==> config.mk <==
export PLATFORM = sky130hd
export DESIGN_NAME = line_centroid_offset_smoother
export DESIGN_NICKNAME = d
export VERILOG_FILES = /design/src/rtl/lcos_pkg.sv /design/src/rtl/lcos_fifo.sv /design/src/rtl/lcos_front.sv /design/src/rtl/lcos_back.sv /design/src/rtl/line_centroid_offset_smoother.sv
export SDC_FILE = /design/constraint.sdc
export NUM_CORES = 2
export LEC_CHECK = 0
export BUFFER_PORTS_ARGS = -buffer_cell sky130_fd_sc_hd__buf_2
export CORE_MARGIN = 5
export CORE_UTILIZATION = 30
export DETAILED_ROUTE_END_ITERATION = 7
export GPL_ROUTABILITY_DRIVEN = 0
export SETUP_SLACK_MARGIN = 0.15
export SKIP_CTS_REPAIR_TIMING = 1
export SYNTH_ARGS = -nofsm -noshare
export SYNTH_HDL_FRONTEND = slang
export SYNTH_SLANG_ARGS = --single-unit
==> constraint.sdc <==
create_clock -name clock -period 13 [get_ports clock]
set_input_delay 1.95 -clock clock [delete_from_list [all_inputs] [get_ports clock]]
set_output_delay 1.95 -clock clock [all_outputs]
set_load 0.01 [all_outputs]
==> src/rtl/lcos_pkg.sv <==
// ----------------------------------------------------------------------------
// lcos_pkg
// shared widths, reset values and types of the line centroid offset smoother
// ----------------------------------------------------------------------------
package lcos_pkg;

   localparam int CHANNELS     = 7;
   localparam int SAMPLE_BITS  = 12;
   localparam int CH_BITS      = (CHANNELS > 1) ? $clog2(CHANNELS) : 1;

   localparam int THR_BITS     = 12;
   localparam int CENTER_BITS  = 11;
   localparam int SCALE_BITS   = 16;
   localparam int ALPHA_BITS   = 9;
   localparam int OFS_BITS     = 20;

   // centroid in q8, at most (CHANNELS-1)*256
   localparam int FRAC_BITS    = 8;
   localparam int POS_BITS     = 11;

   localparam logic [THR_BITS-1:0]    THRESHOLD_RESET = THR_BITS'(0);
   localparam logic [CENTER_BITS-1:0] CENTER_RESET    = CENTER_BITS'(768);
   localparam logic [SCALE_BITS-1:0]  SCALE_RESET     = SCALE_BITS'(256);
   localparam logic [ALPHA_BITS-1:0]  ALPHA_RESET     = ALPHA_BITS'(64);

   typedef struct packed {
      logic [CENTER_BITS-1:0] center_q8;
      logic [SCALE_BITS-1:0]  scale_q8;
      logic [ALPHA_BITS-1:0]  alpha_q8;
   } back_cfg_type;

endpackage

==> src/rtl/lcos_fifo.sv <==
// ----------------------------------------------------------------------------
// lcos_fifo
// two-entry queue between the accumulating front and the arithmetic back
// ----------------------------------------------------------------------------
module lcos_fifo #(
   parameter int WIDTH = 32
) (
   input  logic             clock,
   input  logic             reset,
   input  logic             push,
   input  logic [WIDTH-1:0] wdata,
   output logic             full,
   input  logic             pop,
   output logic [WIDTH-1:0] rdata,
   output logic             empty
);

   logic [WIDTH-1:0] mem_ff [2];
   logic             wr_ptr_ff, wr_ptr_in;
   logic             rd_ptr_ff, rd_ptr_in;
   logic [1:0]       count_ff, count_in;
   logic             do_push, do_pop;

   assign full    = (count_ff == 2'd2);
   assign empty   = (count_ff == 2'd0);
   assign do_push = push && !full;
   assign do_pop  = pop && !empty;
   assign rdata   = mem_ff[rd_ptr_ff];

   always_comb begin
      wr_ptr_in = do_push ? !wr_ptr_ff : wr_ptr_ff;
      rd_ptr_in = do_pop ? !rd_ptr_ff : rd_ptr_ff;
      count_in  = count_ff;
      if (do_push && !do_pop) begin
         count_in = count_ff + 2'd1;
      end else if (do_pop && !do_push) begin
         count_in = count_ff - 2'd1;
      end
   end

   always_ff @(posedge clock) begin
      if (reset) begin
         wr_ptr_ff <= 1'b0;
         rd_ptr_ff <= 1'b0;
         count_ff  <= 2'd0;
      end else begin
         wr_ptr_ff <= wr_ptr_in;
         rd_ptr_ff <= rd_ptr_in;
         count_ff  <= count_in;
      end
   end

   always_ff @(posedge clock) begin
      if (do_push) begin
         mem_ff[wr_ptr_ff] <= wdata;
      end
   end

endmodule

==> src/rtl/lcos_front.sv <==
// ----------------------------------------------------------------------------
// lcos_front
// takes a request and accumulates the weight sums one channel per cycle
// ----------------------------------------------------------------------------
module lcos_front #(
   parameter int SAMPLE_BITS = lcos_pkg::SAMPLE_BITS,
   parameter int SW_BITS     = SAMPLE_BITS + 3,
   parameter int IW_BITS     = SAMPLE_BITS + 6
) (
   input  logic                          clock,
   input  logic                          reset,
   input  logic                          push,
   output logic                          full,
   input  logic [SAMPLE_BITS-1:0]        samples [lcos_pkg::CHANNELS],
   input  logic [lcos_pkg::THR_BITS-1:0] threshold,
   output logic                          q_push,
   output logic [SW_BITS+IW_BITS-1:0]    q_data,
   input  logic                          q_full
);

   localparam int CH    = lcos_pkg::CHANNELS;
   localparam int CHB   = lcos_pkg::CH_BITS;
   localparam int EW    = (SAMPLE_BITS > lcos_pkg::THR_BITS) ? SAMPLE_BITS
                                                            : lcos_pkg::THR_BITS;
   localparam logic [CHB-1:0] LAST_CH = CHB'(CH - 1);

   typedef enum logic [1:0] {
      S_IDLE,
      S_ACC,
      S_PUSH
   } state_type;

   state_type              state_ff, state_in;
   logic [SAMPLE_BITS-1:0] samp_ff [CH];
   logic [SAMPLE_BITS-1:0] samp_in [CH];
   logic [CHB-1:0]         ch_ff, ch_in;
   logic [SW_BITS-1:0]     sum_w_ff, sum_w_in;
   logic [IW_BITS-1:0]     sum_iw_ff, sum_iw_in;
   logic [EW-1:0]          s_ext, t_ext, diff;
   logic [SAMPLE_BITS-1:0] weight;

   assign full   = (state_ff != S_IDLE);
   assign q_push = (state_ff == S_PUSH);
   assign q_data = {sum_w_ff, sum_iw_ff};

   always_comb begin
      s_ext  = EW'(samp_ff[0]);
      t_ext  = EW'(threshold);
      diff   = s_ext - t_ext;
      weight = (s_ext > t_ext) ? diff[SAMPLE_BITS-1:0] : '0;
   end

   always_comb begin
      state_in  = state_ff;
      ch_in     = ch_ff;
      sum_w_in  = sum_w_ff;
      sum_iw_in = sum_iw_ff;
      samp_in   = samp_ff;
      case (state_ff)
         S_IDLE: begin
            if (push) begin
               samp_in   = samples;
               ch_in     = '0;
               sum_w_in  = '0;
               sum_iw_in = '0;
               state_in  = S_ACC;
            end
         end
         S_ACC: begin
            sum_w_in  = sum_w_ff + SW_BITS'(weight);
            sum_iw_in = sum_iw_ff + IW_BITS'(ch_ff) * IW_BITS'(weight);
            for (int i = 0; i < CH - 1; i++) begin
               samp_in[i] = samp_ff[i+1];
            end
            ch_in = ch_ff + CHB'(1);
            if (ch_ff == LAST_CH) begin
               state_in = S_PUSH;
            end
         end
         S_PUSH: begin
            if (!q_full) begin
               state_in = S_IDLE;
            end
         end
         default: begin
            state_in = S_IDLE;
         end
      endcase
   end

   always_ff @(posedge clock) begin
      if (reset) begin
         state_ff <= S_IDLE;
         ch_ff    <= '0;
      end else begin
         state_ff <= state_in;
         ch_ff    <= ch_in;
      end
   end

   always_ff @(posedge clock) begin
      samp_ff   <= samp_in;
      sum_w_ff  <= sum_w_in;
      sum_iw_ff <= sum_iw_in;
   end

endmodule

==> src/rtl/lcos_back.sv <==
// ----------------------------------------------------------------------------
// lcos_back
// serial centroid division, gain, moving-average update and result register
// ----------------------------------------------------------------------------
module lcos_back #(
   parameter int SAMPLE_BITS = lcos_pkg::SAMPLE_BITS,
   parameter int SW_BITS     = SAMPLE_BITS + 3,
   parameter int IW_BITS     = SAMPLE_BITS + 6
) (
   input  logic                               clock,
   input  logic                               reset,
   input  logic [SW_BITS+IW_BITS-1:0]         q_data,
   input  logic                               q_empty,
   output logic                               q_pop,
   input  lcos_pkg::back_cfg_type             cfg,
   output logic                               rsp_empty,
   input  logic                               rsp_pop,
   output logic signed [lcos_pkg::OFS_BITS-1:0] rsp_offset,
   output logic                               rsp_line_seen
);

   localparam int PB    = lcos_pkg::POS_BITS;
   localparam int FB    = lcos_pkg::FRAC_BITS;
   localparam int HB    = PB - FB;
   localparam int RW    = SW_BITS + 1;
   localparam int OB    = lcos_pkg::OFS_BITS;
   localparam int DW    = lcos_pkg::CENTER_BITS + 2;
   localparam int PAW   = DW + lcos_pkg::SCALE_BITS + 1;
   localparam int PBW   = OB + 1 + lcos_pkg::ALPHA_BITS + 1;
   localparam int CB    = $clog2(PB + 1);
   localparam logic [CB-1:0] LAST_BIT = CB'(PB - 1);
   localparam logic signed [PBW-1:0] OFS_MAX = PBW'((64'sd1 <<< (OB - 1)) - 1);
   localparam logic signed [PBW-1:0] OFS_MIN = -PBW'(64'sd1 <<< (OB - 1));

   typedef enum logic [2:0] {
      S_IDLE,
      S_DIV,
      S_MULA,
      S_MULB,
      S_UPD,
      S_OUT
   } state_type;

   state_type                   state_ff, state_in;
   logic [SW_BITS-1:0]          den_ff, den_in;
   logic [RW-1:0]               rem_ff, rem_in;
   logic [PB-1:0]               low_ff, low_in;
   logic [PB-1:0]               quo_ff, quo_in;
   logic [CB-1:0]               cnt_ff, cnt_in;
   logic                        lost_ff, lost_in;
   logic signed [PAW-1:0]       prod_a_ff, prod_a_in;
   logic signed [PBW-1:0]       prod_b_ff, prod_b_in;
   logic signed [OB-1:0]        avg_ff, avg_in;
   logic                        out_valid_ff, out_valid_in;
   logic signed [OB-1:0]        out_offset_ff, out_offset_in;
   logic                        out_seen_ff, out_seen_in;

   logic [SW_BITS-1:0]          q_sum_w;
   logic [IW_BITS-1:0]          q_sum_iw;
   logic [RW-1:0]               trial;
   logic signed [DW-1:0]        diff;
   logic signed [PAW-1:0]       raw_wide;
   logic signed [OB-1:0]        raw;
   logic signed [OB:0]          delta;
   logic signed [PBW-1:0]       upd;
   logic                        out_free;

   function automatic logic signed [OB-1:0] sat_ofs(input logic signed [PBW-1:0] x);
      logic signed [OB-1:0] r;
      if (x > OFS_MAX) begin
         r = OFS_MAX[OB-1:0];
      end else if (x < OFS_MIN) begin
         r = OFS_MIN[OB-1:0];
      end else begin
         r = x[OB-1:0];
      end
      return r;
   endfunction

   assign q_sum_w       = q_data[SW_BITS+IW_BITS-1:IW_BITS];
   assign q_sum_iw      = q_data[IW_BITS-1:0];
   assign q_pop         = (state_ff == S_IDLE) && !q_empty;
   assign out_free      = !out_valid_ff || rsp_pop;
   assign rsp_empty     = !out_valid_ff;
   assign rsp_offset    = out_offset_ff;
   assign rsp_line_seen = out_seen_ff;

   always_comb begin
      trial    = {rem_ff[RW-2:0], low_ff[PB-1]};
      diff     = $signed({2'b00, quo_ff}) - $signed({2'b00, cfg.center_q8});
      raw_wide = prod_a_ff >>> FB;
      raw      = sat_ofs(PBW'(raw_wide));
      delta    = $signed({raw[OB-1], raw}) - $signed({avg_ff[OB-1], avg_ff});
      upd      = PBW'(avg_ff) + (prod_b_ff >>> FB);
   end

   always_comb begin
      state_in      = state_ff;
      den_in        = den_ff;
      rem_in        = rem_ff;
      low_in        = low_ff;
      quo_in        = quo_ff;
      cnt_in        = cnt_ff;
      lost_in       = lost_ff;
      prod_a_in     = prod_a_ff;
      prod_b_in     = prod_b_ff;
      avg_in        = avg_ff;
      out_valid_in  = out_valid_ff && !rsp_pop;
      out_offset_in = out_offset_ff;
      out_seen_in   = out_seen_ff;
      case (state_ff)
         S_IDLE: begin
            if (!q_empty) begin
               den_in  = q_sum_w;
               rem_in  = RW'(q_sum_iw >> HB);
               low_in  = {q_sum_iw[HB-1:0], FB'(0)};
               quo_in  = '0;
               cnt_in  = '0;
               lost_in = (q_sum_w == '0);
               state_in = (q_sum_w == '0) ? S_OUT : S_DIV;
            end
         end
         S_DIV: begin
            low_in = {low_ff[PB-2:0], 1'b0};
            if (trial >= RW'(den_ff)) begin
               rem_in = trial - RW'(den_ff);
               quo_in = {quo_ff[PB-2:0], 1'b1};
            end else begin
               rem_in = trial;
               quo_in = {quo_ff[PB-2:0], 1'b0};
            end
            cnt_in = cnt_ff + CB'(1);
            if (cnt_ff == LAST_BIT) begin
               state_in = S_MULA;
            end
         end
         S_MULA: begin
            prod_a_in = PAW'(diff) * PAW'($signed({1'b0, cfg.scale_q8}));
            state_in  = S_MULB;
         end
         S_MULB: begin
            prod_b_in = PBW'(delta) * PBW'($signed({1'b0, cfg.alpha_q8}));
            state_in  = S_UPD;
         end
         S_UPD: begin
            avg_in   = sat_ofs(upd);
            state_in = S_OUT;
         end
         S_OUT: begin
            if (out_free) begin
               out_valid_in  = 1'b1;
               out_offset_in = avg_ff;
               out_seen_in   = !lost_ff;
               state_in      = S_IDLE;
            end
         end
         default: begin
            state_in = S_IDLE;
         end
      endcase
   end

   always_ff @(posedge clock) begin
      if (reset) begin
         state_ff     <= S_IDLE;
         cnt_ff       <= '0;
         avg_ff       <= '0;
         out_valid_ff <= 1'b0;
      end else begin
         state_ff     <= state_in;
         cnt_ff       <= cnt_in;
         avg_ff       <= avg_in;
         out_valid_ff <= out_valid_in;
      end
   end

   always_ff @(posedge clock) begin
      den_ff        <= den_in;
      rem_ff        <= rem_in;
      low_ff        <= low_in;
      quo_ff        <= quo_in;
      lost_ff       <= lost_in;
      prod_a_ff     <= prod_a_in;
      prod_b_ff     <= prod_b_in;
      out_offset_ff <= out_offset_in;
      out_seen_ff   <= out_seen_in;
   end

endmodule

==> src/rtl/line_centroid_offset_smoother.sv <==
// ----------------------------------------------------------------------------
// line_centroid_offset_smoother
// weighted centroid of a line-sensor frame, scaled and smoothed offset
// ----------------------------------------------------------------------------
// A request is one frame of seven samples; each yields exactly one response
// with the smoothed offset (q8, two's complement) and a line_seen flag. The
// front takes a frame and sums the channel weights one channel per cycle;
// a two-entry queue feeds the back, which runs a serial divider for the
// centroid, two multiplies and an update. The front takes no new frame
// until it has pushed the last one into the queue, and the back holds its
// result until the response register is free. A frame with no channel above
// threshold skips the arithmetic and returns the held value.
// Registers: 0x0 threshold, 0x4 center_q8, 0x8 scale_q8, 0xc alpha_q8.
// ----------------------------------------------------------------------------
module line_centroid_offset_smoother #(
   parameter int SAMPLE_BITS = lcos_pkg::SAMPLE_BITS
) (
   input  logic                               clock,
   input  logic                               reset,
   input  logic                               req_push,
   output logic                               req_full,
   input  logic [SAMPLE_BITS-1:0]             req_sample_0,
   input  logic [SAMPLE_BITS-1:0]             req_sample_1,
   input  logic [SAMPLE_BITS-1:0]             req_sample_2,
   input  logic [SAMPLE_BITS-1:0]             req_sample_3,
   input  logic [SAMPLE_BITS-1:0]             req_sample_4,
   input  logic [SAMPLE_BITS-1:0]             req_sample_5,
   input  logic [SAMPLE_BITS-1:0]             req_sample_6,
   output logic                               rsp_empty,
   input  logic                               rsp_pop,
   output logic signed [lcos_pkg::OFS_BITS-1:0] rsp_offset,
   output logic                               rsp_line_seen,
   input  logic                               csr_psel,
   input  logic                               csr_penable,
   input  logic                               csr_pwrite,
   input  logic [3:0]                         csr_paddr,
   input  logic [31:0]                        csr_pwdata,
   output logic [31:0]                        csr_prdata,
   output logic                               csr_pready
);

   localparam int SW_BITS = SAMPLE_BITS + 3;
   localparam int IW_BITS = SAMPLE_BITS + 6;

   localparam logic [1:0] REG_THRESHOLD = 2'd0;
   localparam logic [1:0] REG_CENTER    = 2'd1;
   localparam logic [1:0] REG_SCALE     = 2'd2;
   localparam logic [1:0] REG_ALPHA     = 2'd3;

   logic [lcos_pkg::THR_BITS-1:0]    threshold_ff;
   logic [lcos_pkg::CENTER_BITS-1:0] center_ff;
   logic [lcos_pkg::SCALE_BITS-1:0]  scale_ff;
   logic [lcos_pkg::ALPHA_BITS-1:0]  alpha_ff;
   logic                             csr_write;
   logic [1:0]                       csr_index;
   lcos_pkg::back_cfg_type           back_cfg;

   logic [SAMPLE_BITS-1:0]           samples [lcos_pkg::CHANNELS];
   logic                             q_push, q_full, q_pop, q_empty;
   logic [SW_BITS+IW_BITS-1:0]       q_wdata, q_rdata;

   assign csr_pready = 1'b1;
   assign csr_write  = csr_psel && csr_penable && csr_pwrite && csr_pready;
   assign csr_index  = csr_paddr[3:2];

   always_ff @(posedge clock) begin
      if (reset) begin
         threshold_ff <= lcos_pkg::THRESHOLD_RESET;
         center_ff    <= lcos_pkg::CENTER_RESET;
         scale_ff     <= lcos_pkg::SCALE_RESET;
         alpha_ff     <= lcos_pkg::ALPHA_RESET;
      end else if (csr_write) begin
         case (csr_index)
            REG_THRESHOLD: threshold_ff <= csr_pwdata[lcos_pkg::THR_BITS-1:0];
            REG_CENTER:    center_ff    <= csr_pwdata[lcos_pkg::CENTER_BITS-1:0];
            REG_SCALE:     scale_ff     <= csr_pwdata[lcos_pkg::SCALE_BITS-1:0];
            REG_ALPHA:     alpha_ff     <= csr_pwdata[lcos_pkg::ALPHA_BITS-1:0];
            default: begin
            end
         endcase
      end
   end

   always_comb begin
      case (csr_index)
         REG_THRESHOLD: csr_prdata = 32'(threshold_ff);
         REG_CENTER:    csr_prdata = 32'(center_ff);
         REG_SCALE:     csr_prdata = 32'(scale_ff);
         REG_ALPHA:     csr_prdata = 32'(alpha_ff);
         default:       csr_prdata = '0;
      endcase
   end

   assign back_cfg.center_q8 = center_ff;
   assign back_cfg.scale_q8  = scale_ff;
   assign back_cfg.alpha_q8  = alpha_ff;

   assign samples[0] = req_sample_0;
   assign samples[1] = req_sample_1;
   assign samples[2] = req_sample_2;
   assign samples[3] = req_sample_3;
   assign samples[4] = req_sample_4;
   assign samples[5] = req_sample_5;
   assign samples[6] = req_sample_6;

   lcos_front #(
      .SAMPLE_BITS (SAMPLE_BITS),
      .SW_BITS     (SW_BITS),
      .IW_BITS     (IW_BITS)
   ) u_front (
      .clock     (clock),
      .reset     (reset),
      .push      (req_push),
      .full      (req_full),
      .samples   (samples),
      .threshold (threshold_ff),
      .q_push    (q_push),
      .q_data    (q_wdata),
      .q_full    (q_full)
   );

   lcos_fifo #(
      .WIDTH (SW_BITS + IW_BITS)
   ) u_fifo (
      .clock (clock),
      .reset (reset),
      .push  (q_push),
      .wdata (q_wdata),
      .full  (q_full),
      .pop   (q_pop),
      .rdata (q_rdata),
      .empty (q_empty)
   );

   lcos_back #(
      .SAMPLE_BITS (SAMPLE_BITS),
      .SW_BITS     (SW_BITS),
      .IW_BITS     (IW_BITS)
   ) u_back (
      .clock         (clock),
      .reset         (reset),
      .q_data        (q_rdata),
      .q_empty       (q_empty),
      .q_pop         (q_pop),
      .cfg           (back_cfg),
      .rsp_empty     (rsp_empty),
      .rsp_pop       (rsp_pop),
      .rsp_offset    (rsp_offset),
      .rsp_line_seen (rsp_line_seen)
   );

endmodule

==> summary.txt <==
Status
  • Outcome: finished clean

Power and ir drop
  • Switching Share: 0.440
  • Internal power: 4030 uW
  • Pwr/cell area: 197 nW/um^2
  • Pleak: 0.0161 uW
  • Comb pwr share: 0.582
  • Clock power share: 0.174
  • Maximum vdd drop: 0.000216 V
  • Sequential group share of total power: 0.244
  • Sw Pwr: 3160 uW
  • Total power: between 7000 and 8000 uW

Worst setup path
  • R2R setup slack: 3.65 ns
  • Worst-path fanout max: 38
  • Most frequent cell on the critical path: fa_1
  • Reg2Reg Depth: 31
  • Largest stage delay, worst path: 0.84 ns
  • Worst endpoint required time: 13.33 ns
  • CP arrival: 9.68 ns
  • Critical path startpoint category: register
  • WS Path Type: register to register
  • R2R Path End: u_back.prod_b_ff[25]$_DFFE_PN_
  • Slowest CP cell: xnor2_1
  • R2r startpoint: u_back.prod_a_ff[27]$_DFFE_PP_
  • Setup crit end kind: register

Routing
  • Routed length per instance: 15.9 um
  • DRT Pass-1 Iters: 5
  • Post-route ant nets: 0
  • Final WL: 78.4 mm
  • DRC errors left: 0
  • Vias per inst: 4.69
  • Via count: between 20000 and 25000
  • Initial drt markers: approximately 1200

Floorplan
  • Die ar.: 116000 um^2
  • Cell Rows: 121
  • Starting Density: 0.302
  • Die Height: between 300 and 400 um
  • Core box area: between 100000 and 150000 um^2
  • Io pins: ~180
  • Die Span X: 341 um

Placed design
  • Dpl ws: 3.79 ns
  • Placed Area: 35000 um^2
  • I/O Buffers: roughly 150
  • DP HPWL: 60.3 mm

Layout
  • Area Overhead vs Synth: 11.4%
  • Final #Nets: around 4200
  • Post-route design area: 36500 um^2
  • Layout cells sized above 1: 0.0946

Synth
  • Mapped Cells: 3372
  • Seq/Total Area, Yosys: 0.321
  • Most common library cells after synthesis: nand2_1, inv_1, fa_1, edfxtp_1, ha_1
  • Post-synth top area share: 0.268
  • Synth area leader: edfxtp_1
  • Most numerous cell in the Yosys netlist: nand2_1
  • FFs w/ async S/R, synth: 0
  • YS warnings: 0
  • Synth Cell Area: around 33000 um^2
  • Synth top area cells: edfxtp_1, fa_1, ha_1
  • FF+latch count, synth: 379
  • Syn avg cell area: approximately 9.7 um^2
  • Top FF cell, synth: edfxtp_1
  • Post-synth cell types: 81
  • Number of enable flip-flop cells after synthesis: 293

Timing
  • Fmax: 107 MHz
  • Min Clock Period, post-route: 9.35 ns
  • Endpoints failing setup: 0
  • Tcrit/Tclk final: 0.719
  • Worst slew pin tran: 1.09 ns
  • Relative slew slack: 0.268
  • RSZ-0062 raised after global routing: no
  • Clock skew: 0.0268 ns
  • Setup TNS: 0 ns
  • Max Slew Vio Count: 0
  • WHS: 0.473 ns
  • Final hold violation count: 0
  • Setup ws final: 3.65 ns

Global route
  • Vias in the first global route: 23600
  • Largest net degree at the start of global routing: 75
  • Grt total ovfl: 0
  • Initial antenna violation count: 14
  • First-pass GRT wire length: 127 mm
  • GRT Util Overall: 0.134

Clock network
  • Worst skew pair latency: 0.61 ns
  • Reg clk slew, reported paths: approximately 0.060 ns
  • CTS tree: done
  • Root Buffer: clkbuf_16
  • H-Tree Depth: 2
  • Num CTS Buffers: 45
  • Longest Clk Path Bufs: 3
  • Clk sink count: 379

Flow run
  • Maxcap violations: 0

Worst hold path
  • WHS Path Cells: 2
  • Hold crit path type: register to register
  • Worst hold path endpoint: center_ff[6]$_SDFFE_PP0P_
  • Min-Delay Startpoint: center_ff[6]$_SDFFE_PP0P_
## per-layer routing
metal	global-route usage	share of wire	vias up
met5	0	0.00088	-
met2	0.223	0.47	451
met3	0.0326	0.060	104
met1	0.178	0.45	11400
li1	-	-	11200
met4	0.0295	0.020	10
## cell type report
cell class | instances | area [um^2]
Antenna cell | 8 | 20.0
Clock buffer | 53 | 1170
Clock inverter | 31 | 299
Fill cell | 11100 | 72200
Inverter | 453 | 1700
Multi-Input combinational cell | 2410 | 20000
Sequential cell | 379 | 10500
Tap cell | 1414 | 1770
Timing Repair Buffer | 183 | 1010
## cell usage in the layout (no fill, tap or decap), drive strengths merged, types with 49 or more instances in the layout
| master | Yosys | layout |
|---|---|---|
| dfxtp | 86 | 86 |
| and2 | 170 | 170 |
| xor2 | 49 | 49 |
| edfxtp | 293 | 293 |
| clkbuf | 117 | 53 |
| inv | 453 | 460 |
| o21ai | 86 | 86 |
| ha | 265 | 265 |
| nor2 | 199 | 199 |
| xnor2 | 80 | 80 |
| fa | 322 | 322 |
| nand3 | 95 | 95 |
| nand2 | 539 | 539 |
| a21oi | 148 | 148 |
| buf | 28 | 183 |
## worst max-delay path by stage
| stage | startpoint | endpoint | slack (ns) | cells after the start |
|---|---|---|---|---|
| 2_1_floorplan | u_back.prod_a_ff[27]$_DFFE_PP_ | u_back.prod_b_ff[25]$_DFFE_PN_ | 4.87 | 33 |
| 3_3_place_gp | u_back.prod_a_ff[28]$_DFFE_PP_ | u_back.prod_b_ff[25]$_DFFE_PN_ | 3.92 | 29 |
| 3_5_place_dp | u_back.prod_a_ff[27]$_DFFE_PP_ | u_back.prod_b_ff[25]$_DFFE_PN_ | 3.79 | 31 |
| 4_1_cts | u_back.prod_a_ff[27]$_DFFE_PP_ | u_back.prod_b_ff[25]$_DFFE_PN_ | 3.77 | 31 |
| 5_1_grt | u_back.prod_a_ff[27]$_DFFE_PP_ | u_back.prod_b_ff[25]$_DFFE_PN_ | 3.27 | 31 |
| 6_report | u_back.prod_a_ff[27]$_DFFE_PP_ | u_back.prod_b_ff[25]$_DFFE_PN_ | 3.65 | 31 |
## power groups by stage
| stage | combinational, uW | sequential [uW] | clock [uW] |
|---|---|---|---|
| 2_1_floorplan | 3190 | 1730 | 0 |
| 3_3_place_gp | 4150 | 1780 | 0 |
| 3_5_place_dp | 4210 | 1780 | 0 |
| 4_1_cts | 4240 | 1760 | 1290 |
| 5_1_grt | 4770 | 1770 | 1340 |
| 6_report | 4190 | 1750 | 1250 |
## sequential cells by signal, summed over array words and instances (netlist names), 16 cells and up, named ones only
| register | cells |
|---|---|
| scale_ff | 16 |
| u_back.avg_ff | 20 |
| u_back.prod_a_ff | 21 |
| u_back.prod_b_ff | 23 |
| u_back.rsp_offset | 20 |
| u_fifo.mem_ff | 66 |
| u_front.samp_ff | 72 |
| u_front.sum_iw_ff | 18 |
## per-stage QoR
| step | util | std cells |
|---|---|---|
| global route | 0.336 | 4924 |
| CTS | 0.336 | 4923 |
| global placement | 0.322 | 4839 |
| floorplan | - | 3387 |
| detailed placement | 0.322 | 4839 |
| finish | 0.336 | 4931 |
## worst max-delay path: cells and delay by family, from the launching register on
kind	cells	cell delay [ns]
simple gates	8	1.10
compound gates	9	2.57
fa+ha+maj	8	3.65
buf+inv	4	0.44
xor+xnor	2	0.97
flops	1	0.33
## logic make-up after synthesis
family	count (synthesis)	share of synthesized area
simple gates	1201	0.170
buf+inv	598	0.0714
fa+ha+maj	587	0.298
compound gates	422	0.0851
flops	379	0.321
xor+xnor	129	0.0347
mux	54	0.0205
other cells	2	0.000229
Note: power is estimated with default switching activity, not from simulation.
